$ cat src/rtl/jqsd_pkg.sv
// Package with the constants, codes and types of the job queue server dispatcher.
`timescale 1ns / 1ps

package jqsd_pkg;

    localparam int QUEUE_DEPTH = 64;
    localparam int MAX_SERVERS = 8;
    localparam int JOB_ID_BITS = 16;

    localparam int ACTION_W = 2;
    localparam int JOB_W    = 16;
    localparam int SIDX_W   = 3;
    localparam int COUNT_W  = 7;
    localparam int ERR_W    = 2;
    localparam int CFG_W    = 4;

    localparam logic [CFG_W-1:0] CFG_SERVERS_RESET = 4'd8;

    localparam logic [ACTION_W-1:0] ACT_ARRIVE = 2'd0;
    localparam logic [ACTION_W-1:0] ACT_PULL   = 2'd1;
    localparam logic [ACTION_W-1:0] ACT_FIRE   = 2'd2;

    localparam logic [ERR_W-1:0] ERR_OK        = 2'd0;
    localparam logic [ERR_W-1:0] ERR_FULL      = 2'd1;
    localparam logic [ERR_W-1:0] ERR_BAD_INDEX = 2'd2;
    localparam logic [ERR_W-1:0] ERR_FIRE_IDLE = 2'd3;

    typedef struct packed {
        logic [ACTION_W-1:0] action;
        logic [JOB_W-1:0]    job_id;
        logic [SIDX_W-1:0]   server_index;
    } t_in_item;

    typedef struct packed {
        logic                dispatched;
        logic [JOB_W-1:0]    dispatched_job;
        logic [SIDX_W-1:0]   dispatch_server;
        logic                sending;
        logic [COUNT_W-1:0]  queue_count;
        logic [ERR_W-1:0]    error_code;
    } t_out_item;

    typedef struct packed {
        logic load;
        logic exec;
    } t_ctl_cmd;

    typedef enum logic {
        ST_IDLE,
        ST_EXEC
    } t_state;

endpackage

$ cat src/rtl/jqsd_ram.sv
// Generic single-write, single-read RAM with a registered read port.
`timescale 1ns / 1ps

module jqsd_ram #(
    parameter int WIDTH = 16,
    parameter int DEPTH = 64
) (
    input  logic                     i_clk,
    input  logic                     i_wr_en,
    input  logic [$clog2(DEPTH)-1:0] i_wr_addr,
    input  logic [WIDTH-1:0]         i_wr_data,
    input  logic [$clog2(DEPTH)-1:0] i_rd_addr,
    output logic [WIDTH-1:0]         o_rd_data
);

    logic [WIDTH-1:0] r_mem [DEPTH];
    logic [WIDTH-1:0] r_rd_data;

    always_ff @(posedge i_clk) begin
        if (i_wr_en) begin
            r_mem[i_wr_addr] <= i_wr_data;
        end
        r_rd_data <= r_mem[i_rd_addr];
    end

    assign o_rd_data = r_rd_data;

endmodule

$ cat src/rtl/jqsd_ctrl.sv
// Controller state machine that sequences input transfers, execution and the result register.
`timescale 1ns / 1ps

module jqsd_ctrl (
    input  logic               i_clk,
    input  logic               i_rst_n,
    input  logic               i_in_valid,
    output logic               o_in_stall,
    output logic               o_out_valid,
    input  logic               i_out_stall,
    output jqsd_pkg::t_ctl_cmd o_cmd
);

    jqsd_pkg::t_state r_state;
    jqsd_pkg::t_state n_state;
    logic             r_out_valid;
    logic             n_out_valid;

    always_ff @(posedge i_clk) begin
        if (!i_rst_n) begin
            r_state     <= jqsd_pkg::ST_IDLE;
            r_out_valid <= 1'b0;
        end else begin
            r_state     <= n_state;
            r_out_valid <= n_out_valid;
        end
    end

    always_comb begin
        n_state     = r_state;
        n_out_valid = r_out_valid && i_out_stall;
        o_in_stall  = 1'b1;
        o_cmd       = '0;
        case (r_state)
            jqsd_pkg::ST_IDLE: begin
                o_in_stall = 1'b0;
                if (i_in_valid) begin
                    o_cmd.load = 1'b1;
                    n_state    = jqsd_pkg::ST_EXEC;
                end
            end
            jqsd_pkg::ST_EXEC: begin
                if (!r_out_valid || !i_out_stall) begin
                    o_cmd.exec  = 1'b1;
                    n_out_valid = 1'b1;
                    n_state     = jqsd_pkg::ST_IDLE;
                end
            end
            default: begin
                n_state = jqsd_pkg::ST_IDLE;
            end
        endcase
    end

    assign o_out_valid = r_out_valid;

endmodule

$ cat src/rtl/jqsd_datapath.sv
// Datapath with the job queue, server ready bits, dispatch match and result register.
`timescale 1ns / 1ps

module jqsd_datapath #(
    parameter int QUEUE_DEPTH = jqsd_pkg::QUEUE_DEPTH,
    parameter int MAX_SERVERS = jqsd_pkg::MAX_SERVERS,
    parameter int JOB_ID_BITS = jqsd_pkg::JOB_ID_BITS
) (
    input  logic                            i_clk,
    input  logic                            i_rst_n,
    input  jqsd_pkg::t_ctl_cmd              i_cmd,
    input  jqsd_pkg::t_in_item              i_in_data,
    input  logic                            i_cfg_wr_en,
    input  logic [jqsd_pkg::CFG_W-1:0]      i_cfg_wr_data,
    output jqsd_pkg::t_out_item             o_out_data
);

    localparam int AW    = $clog2(QUEUE_DEPTH);
    localparam int FW    = $clog2(QUEUE_DEPTH + 1);
    localparam int SW    = (JOB_ID_BITS < jqsd_pkg::JOB_W) ? JOB_ID_BITS : jqsd_pkg::JOB_W;
    localparam int SIW   = (MAX_SERVERS > 1) ? $clog2(MAX_SERVERS) : 1;
    localparam int NW    = 7;
    localparam int JW    = jqsd_pkg::JOB_W;
    localparam int XW    = jqsd_pkg::SIDX_W;
    localparam int CW    = jqsd_pkg::COUNT_W;
    localparam logic [NW-1:0]          MAX_S = NW'(MAX_SERVERS);
    localparam logic [AW-1:0]          LAST  = AW'(QUEUE_DEPTH - 1);
    localparam logic [FW-1:0]          FULL  = FW'(QUEUE_DEPTH);
    localparam logic [MAX_SERVERS-1:0] ONE_S = MAX_SERVERS'(1);

    jqsd_pkg::t_in_item         r_item;
    logic [AW-1:0]              r_head;
    logic [AW-1:0]              r_tail;
    logic [FW-1:0]              r_fill;
    logic [MAX_SERVERS-1:0]     r_ready;
    logic                       r_sending;
    logic [SIW-1:0]             r_pending;
    logic [jqsd_pkg::CFG_W-1:0] r_servers;
    jqsd_pkg::t_out_item        r_out;

    logic [AW-1:0]              n_head;
    logic [AW-1:0]              n_tail;
    logic [FW-1:0]              n_fill;
    logic [MAX_SERVERS-1:0]     n_ready;
    logic                       n_sending;
    logic [SIW-1:0]             n_pending;
    jqsd_pkg::t_out_item        n_out;

    logic [SW-1:0]              rd_data;
    logic                       wr_en;
    logic [NW-1:0]              active;
    logic [MAX_SERVERS-1:0]     act_mask;
    logic [FW-1:0]              fill_mid;
    logic [MAX_SERVERS-1:0]     ready_mid;
    logic                       send_mid;
    logic                       try_match;
    logic                       disp;
    logic [JW-1:0]              djob;
    logic [XW-1:0]              dsrv;
    logic [jqsd_pkg::ERR_W-1:0] err;
    logic [MAX_SERVERS-1:0]     cand;
    logic [MAX_SERVERS-1:0]     low;
    logic [SIW-1:0]             low_idx;

    jqsd_ram #(
        .WIDTH(SW),
        .DEPTH(QUEUE_DEPTH)
    ) u_queue_ram (
        .i_clk     (i_clk),
        .i_wr_en   (wr_en),
        .i_wr_addr (r_tail),
        .i_wr_data (r_item.job_id[SW-1:0]),
        .i_rd_addr (r_head),
        .o_rd_data (rd_data)
    );

    assign active = ({3'b000, r_servers} > MAX_S) ? MAX_S : {3'b000, r_servers};

    always_comb begin
        for (int i = 0; i < MAX_SERVERS; i++) begin
            act_mask[i] = NW'(i) < active;
        end
    end

    always_comb begin
        wr_en     = 1'b0;
        fill_mid  = r_fill;
        ready_mid = r_ready;
        send_mid  = r_sending;
        try_match = 1'b0;
        disp      = 1'b0;
        djob      = '0;
        dsrv      = '0;
        err       = jqsd_pkg::ERR_OK;
        n_head    = r_head;
        n_tail    = r_tail;
        case (r_item.action)
            jqsd_pkg::ACT_ARRIVE: begin
                if (r_fill == FULL) begin
                    err = jqsd_pkg::ERR_FULL;
                end else begin
                    wr_en    = i_cmd.exec;
                    fill_mid = r_fill + 1'b1;
                    n_tail   = (r_tail == LAST) ? '0 : r_tail + 1'b1;
                end
                try_match = !r_sending;
            end
            jqsd_pkg::ACT_PULL: begin
                if ({4'b0000, r_item.server_index} >= active) begin
                    err = jqsd_pkg::ERR_BAD_INDEX;
                end else begin
                    ready_mid = r_ready | (ONE_S << r_item.server_index);
                    try_match = !r_sending;
                end
            end
            jqsd_pkg::ACT_FIRE: begin
                if (!r_sending || r_fill == '0) begin
                    err = jqsd_pkg::ERR_FIRE_IDLE;
                end else begin
                    disp      = 1'b1;
                    djob      = JW'(rd_data);
                    dsrv      = XW'(r_pending);
                    fill_mid  = r_fill - 1'b1;
                    n_head    = (r_head == LAST) ? '0 : r_head + 1'b1;
                    send_mid  = 1'b0;
                    try_match = 1'b1;
                end
            end
            default: begin
            end
        endcase
    end

    // The lowest ready server is isolated by the two's complement trick.
    assign cand = ready_mid & act_mask;
    assign low  = cand & (~cand + ONE_S);

    always_comb begin
        low_idx = '0;
        for (int i = 0; i < MAX_SERVERS; i++) begin
            if (low[i]) begin
                low_idx = low_idx | SIW'(i);
            end
        end
    end

    always_comb begin
        n_fill    = fill_mid;
        n_ready   = ready_mid;
        n_sending = send_mid;
        n_pending = r_pending;
        if (try_match && fill_mid != '0 && cand != '0) begin
            n_ready   = ready_mid & ~low;
            n_sending = 1'b1;
            n_pending = low_idx;
        end
        n_out.dispatched      = disp;
        n_out.dispatched_job  = djob;
        n_out.dispatch_server = dsrv;
        n_out.sending         = n_sending;
        n_out.queue_count     = CW'(fill_mid);
        n_out.error_code      = err;
    end

    always_ff @(posedge i_clk) begin
        if (!i_rst_n) begin
            r_head    <= '0;
            r_tail    <= '0;
            r_fill    <= '0;
            r_ready   <= '0;
            r_sending <= 1'b0;
            r_pending <= '0;
            r_servers <= jqsd_pkg::CFG_SERVERS_RESET;
        end else begin
            if (i_cfg_wr_en) begin
                r_servers <= i_cfg_wr_data;
            end
            if (i_cmd.exec) begin
                r_head    <= n_head;
                r_tail    <= n_tail;
                r_fill    <= n_fill;
                r_ready   <= n_ready;
                r_sending <= n_sending;
                r_pending <= n_pending;
            end
        end
    end

    always_ff @(posedge i_clk) begin
        if (i_cmd.load) begin
            r_item <= i_in_data;
        end
        if (i_cmd.exec) begin
            r_out <= n_out;
        end
    end

    assign o_out_data = r_out;

endmodule

$ cat src/rtl/job_queue_server_dispatcher.sv
// Top level of the job queue server dispatcher.
//
//   channel  direction  handshake                 payload
//   in       input      i_in_valid / o_in_stall   i_in_data (t_in_item)
//   out      output     o_out_valid / i_out_stall o_out_data (t_out_item)
//   cfg      input      i_cfg_wr_en               i_cfg_wr_data (servers in use)
//
// Each input transfer is taken into the item register while idle and then executed in the execute state.
// The head job is read from the queue memory, with its registered read port, while idle.
// Reset is synchronous and clears pointers, fill, ready bits and phase; the memory is not cleared.
// A result waits in the output register; the next item is taken meanwhile and
// its execution waits until the output register is free.
`timescale 1ns / 1ps

module job_queue_server_dispatcher #(
    parameter int QUEUE_DEPTH = jqsd_pkg::QUEUE_DEPTH,
    parameter int MAX_SERVERS = jqsd_pkg::MAX_SERVERS,
    parameter int JOB_ID_BITS = jqsd_pkg::JOB_ID_BITS
) (
    input  logic                       i_clk,
    input  logic                       i_rst_n,
    input  logic                       i_in_valid,
    output logic                       o_in_stall,
    input  jqsd_pkg::t_in_item         i_in_data,
    output logic                       o_out_valid,
    input  logic                       i_out_stall,
    output jqsd_pkg::t_out_item        o_out_data,
    input  logic                       i_cfg_wr_en,
    input  logic [jqsd_pkg::CFG_W-1:0] i_cfg_wr_data
);

    jqsd_pkg::t_ctl_cmd cmd;

    jqsd_ctrl u_ctrl (
        .i_clk       (i_clk),
        .i_rst_n     (i_rst_n),
        .i_in_valid  (i_in_valid),
        .o_in_stall  (o_in_stall),
        .o_out_valid (o_out_valid),
        .i_out_stall (i_out_stall),
        .o_cmd       (cmd)
    );

    jqsd_datapath #(
        .QUEUE_DEPTH(QUEUE_DEPTH),
        .MAX_SERVERS(MAX_SERVERS),
        .JOB_ID_BITS(JOB_ID_BITS)
    ) u_datapath (
        .i_clk         (i_clk),
        .i_rst_n       (i_rst_n),
        .i_cmd         (cmd),
        .i_in_data     (i_in_data),
        .i_cfg_wr_en   (i_cfg_wr_en),
        .i_cfg_wr_data (i_cfg_wr_data),
        .o_out_data    (o_out_data)
    );

endmodule

$ cat config.mk
export PLATFORM = sky130hd
export DESIGN_NAME = job_queue_server_dispatcher
export DESIGN_NICKNAME = d
export VERILOG_FILES = /design/src/rtl/jqsd_pkg.sv /design/src/rtl/jqsd_ram.sv /design/src/rtl/jqsd_ctrl.sv /design/src/rtl/jqsd_datapath.sv /design/src/rtl/job_queue_server_dispatcher.sv
export SDC_FILE = /design/constraint.sdc
export NUM_CORES = 1
export LEC_CHECK = 0
export BUFFER_PORTS_ARGS = -buffer_cell sky130_fd_sc_hd__buf_2
export CORE_ASPECT_RATIO = 2
export CORE_UTILIZATION = 25
export CTS_CLUSTER_DIAMETER = 120
export DETAILED_ROUTE_END_ITERATION = 8
export GPL_ROUTABILITY_DRIVEN = 0
export SKIP_CTS_REPAIR_TIMING = 1
export SLEW_MARGIN = 20
export SYNTH_ARGS = -nofsm -noshare
export SYNTH_HDL_FRONTEND = slang
export SYNTH_SLANG_ARGS = --single-unit
$ cat constraint.sdc
create_clock -name i_clk -period 8.4 [get_ports i_clk]
set_input_delay 0.42 -clock i_clk [delete_from_list [all_inputs] [get_ports i_clk]]
set_output_delay 0.42 -clock i_clk [all_outputs]
set_load 0.005 [all_outputs]
==> flow_summary.json <==
{
  "grt_max_degree": 124,
  "cts_root_buf": "clkbuf_16",
  "p_per_area_nw_per_um2": 213,
  "ys_warn_count": 0,
  "netlist_instances": 1950,
  "grt_first_pass_wirelength_um": 152000,
  "antenna_found_initial": 1,
  "crit_buf_inv": 2,
  "slowest_delay_ps": 800,
  "cts-buffers-inserted": 85,
  "core_um2": 173000,
  "synth_edf_count": 1075,
  "rsz0062_at_grt": "false",
  "worstPathCellList": "inv_1 -> ha_1 -> and2_1 -> a211oi_1 -> buf_4 -> and2_0 -> nand3_1 -> nor2_4",
  "cap_violations": 0,
  "synth_area_leader_cell": "edfxtp_1",
  "die_w_um": 297,
  "io_buffer_count": 61,
  "grt-ovfl-total": 0,
  "num_rows": 216,
  "setup_viol": 0,
  "hold_path.class": "primary input to flip-flop",
  "r2r-start": "u_datapath.r_fill[0]",
  "critPathKind": "flip-flop to flip-flop",
  "crit_path_max_fanout": 17,
  "reg2reg_depth": 8,
  "drtPass1Iterations": 7,
  "initial_core_util": 0.252,
  "floorplan.die_area_um2": 176000,
  "outcome": "finished, violations left",
  "seq_area_frac_synth": 0.766,
  "worstSkewPairLatency_ps": 680,
  "vias_per_cell": 4.48,
  "hold_viol_final": 1,
  "slew_viol_final": 0,
  "crit_end": "u_datapath.u_queue_ram.r_mem[31][11]",
  "fin_crit_ps": 4250,
  "vias": 19994,
  "cp.depth": 8,
  "synth_top_area_frac": 0.742,
  "clkTransAtPathRegs_ps": 70,
  "cts.htree.levels": 3,
  "wl_um": 107000,
  "dpl_cell_area_um2": 47000,
  "tns_ps": 0,
  "cpMaxStageDelayCell": "a211oi_1",
  "wire_per_inst_um": 23.9,
  "rrSetupSlack_ps": 4150,
  "cts_tree": "yes",
  "end_kind": "flip-flop",
  "fin_nets": 2142,
  "whs_ps": -3.98,
  "clock-sinks": 1128,
  "syn_area_um2": 43500,
  "grt_pass1_vias": 20975,
  "syn_area_per_cell_um2": 22.3,
  "worst_pin_slew_ps": 1060,
  "rr_endpoint": "u_datapath.u_queue_ram.r_mem[31][11]",
  "fmax_mhz": 235,
  "synth_ff_type": "edfxtp_1",
  "critPathLaunch": "u_datapath.r_fill[0]",
  "synth_nets": 1987,
  "power.leakage_nw": 14.7,
  "arrival_ps": 4530,
  "cts_buffer_depth": 3,
  "synth-async-reset-ratio": 0,
  "drive_above_1_share": 0.300,
  "yosysUniqueCellTypes": 67,
  "critPathRequiredTime_ps": 8680,
  "slew_headroom": 0.295,
  "ant_nets": 0,
  "syn_to_final_growth_pct": 15.0,
  "post-route-cell-area_um2": 50000,
  "ys_ff_latch": 1128,
  "violations": "negative hold slack",
  "cp-start-kind": "flip-flop",
  "fin_crit_sh": 0.506,
  "drt_iter0_markers": 1471,
  "drc_errors": 0,
  "max-vdd-ir-drop_mv": 0.161,
  "die_y_um": 592,
  "fin_skew_ps": 30.6,
  "synthTopCellsByArea": "edfxtp_1 (74%), mux4_2 (17%), dfxtp_1 (2.4%)",
  "dp_hpwl_um": 68000,
  "cp_top_family": "simple AND/OR/NAND/NOR gates",
  "ioPinCount": 62,
  "grt_usage": 0.119
}
==> per-layer routing <==
metal / wire (µm) / share of wire / vias up / global-route usage
li1: - / - / 8456 / -
met5: 0 / 0 / - / 0
met4: 5640 / 0.053 / 0 / 0.0628
met2: 61100 / 0.57 / 527 / 0.237
met3: 3440 / 0.032 / 166 / 0.0106
met1: 36300 / 0.34 / 10845 / 0.122
==> final cells by class <==
cell class	count	area (µm²)
clock inverter	61	669
tap	2289	2860
timing repair buffer	177	1250
inverter	11	41.3
multi-input combinational	702	9670
antenna	1	2.50
fill	16861	123000
sequential	1128	33400
clock buffer	94	2160
==> worst min-delay path: cells and delay by family <==
kind                   cells  cell delay [ps]
and+or+nand+nor            1               70
buffers and inverters      1               90
AOI/OAI and AO/OA          1               50
==> stage by stage <==
stage | power (mW) | worst slack [ps] | utilization | cells
final | 10.6 | 4150 | 0.289 | 4463
after floorplan | 6.44 | 5100 | - | 1950
after detailed placement | 6.55 | 4280 | 0.272 | 4286
after global routing | 10.9 | 4110 | 0.289 | 4463
after CTS | 10.7 | 4210 | 0.288 | 4441
after global placement | 6.54 | 3810 | 0.272 | 4286
==> synth_stat cells, types with 10 or more instances <==
master       n
a21oi_1     18
nand3_1     12
dfxtp_1     53
and2_1      20
inv_1       10
edfxtp_1  1075
mux4_2     336
clkbuf_1    67
o21ai_0     20
buf_1       16
nor2_1     116
nand2_1     47
buf_2       23
==> worst min-delay path by stage <==
stage,start,end,slack (ps),cells after the start
floorplan,u_datapath.r_pending[1],u_datapath.r_pending[1],450,2
global placement,u_datapath.r_pending[1],u_datapath.r_pending[1],500,2
detailed placement,u_datapath.r_pending[1],u_datapath.r_pending[1],510,2
CTS,i_in_data[17],u_datapath.r_item[17],-130,1
global route,i_out_stall,u_ctrl.o_out_valid,1,3
finish,i_out_stall,u_ctrl.o_out_valid,-4,3
==> cells in the final DEF, fill, tap and decap left out, types with 3 or more instances in the layout <==
| cell | n |
|---|---|
| xor2_1 | 7 |
| mux2i_1 | 8 |
| clkbuf_16 | 85 |
| clkbuf_1 | 9 |
| clkinv_4 | 7 |
| o31ai_1 | 3 |
| nand4_1 | 4 |
| dlygate4sd3_1 | 21 |
| ha_1 | 7 |
| o21a_1 | 4 |
| dfxtp_1 | 48 |
| o21ai_0 | 20 |
| or3_1 | 5 |
| nand2_1 | 47 |
| inv_6 | 5 |
| and2_1 | 20 |
| nand3_1 | 12 |
| nor2_1 | 115 |
| a21oi_1 | 18 |
| clkinv_1 | 12 |
| bufinv_16 | 9 |
| dfxtp_4 | 4 |
| mux4_2 | 336 |
| edfxtp_1 | 1075 |
| buf_2 | 61 |
| a211oi_1 | 9 |
| clkinv_2 | 13 |
| clkinvlp_4 | 11 |
| nand3b_1 | 4 |
| inv_1 | 9 |
| nand2b_1 | 3 |
| or2_2 | 5 |
| nor2b_1 | 8 |
| a21o_1 | 4 |
| nor3_1 | 8 |
| buf_4 | 93 |
| a31oi_1 | 9 |
==> sequential cells by signal, indices dropped and copies added, names as in the netlist, 3 cells and up <==
| name | count |
|---|---|
| u_datapath.u_queue_ram.r_mem | 1024 |
| u_datapath.o_out_data | 30 |
| u_datapath.r_item | 21 |
| u_datapath.u_queue_ram.o_rd_data | 16 |
| u_datapath.r_ready | 8 |
| u_datapath.r_fill | 7 |
| u_datapath.r_head | 6 |
| u_datapath.r_tail | 6 |
| u_datapath.r_servers | 4 |
| u_datapath.r_pending | 3 |
==> cell families (layout without fill, tap and decap cells) <==
family | Yosys count | count (layout) | synth area share
XOR/XNOR | 9 | 9 | 0.00198
flip-flops | 1128 | 1128 | 0.766
adder cells (fa/ha/maj) | 7 | 7 | 0.00201
buffers and inverters | 120 | 343 | 0.0115
multiplexers | 345 | 345 | 0.176
other | 0 | 1 | 0
AO/OA/AOI/OAI | 93 | 93 | 0.0150
AND/OR/NAND/NOR | 248 | 248 | 0.0270
==> power breakdown <==
group / leakage (nW) / total [mW] / internal, mW / switching (mW)
logic: 3.25 / 0.222 / 0.0531 / 0.169
registers: 10.1 / 6.20 / 6.18 / 0.0196
clock network: 1.35 / 4.22 / 2.18 / 2.03
Power figures use the tool's default switching activity.
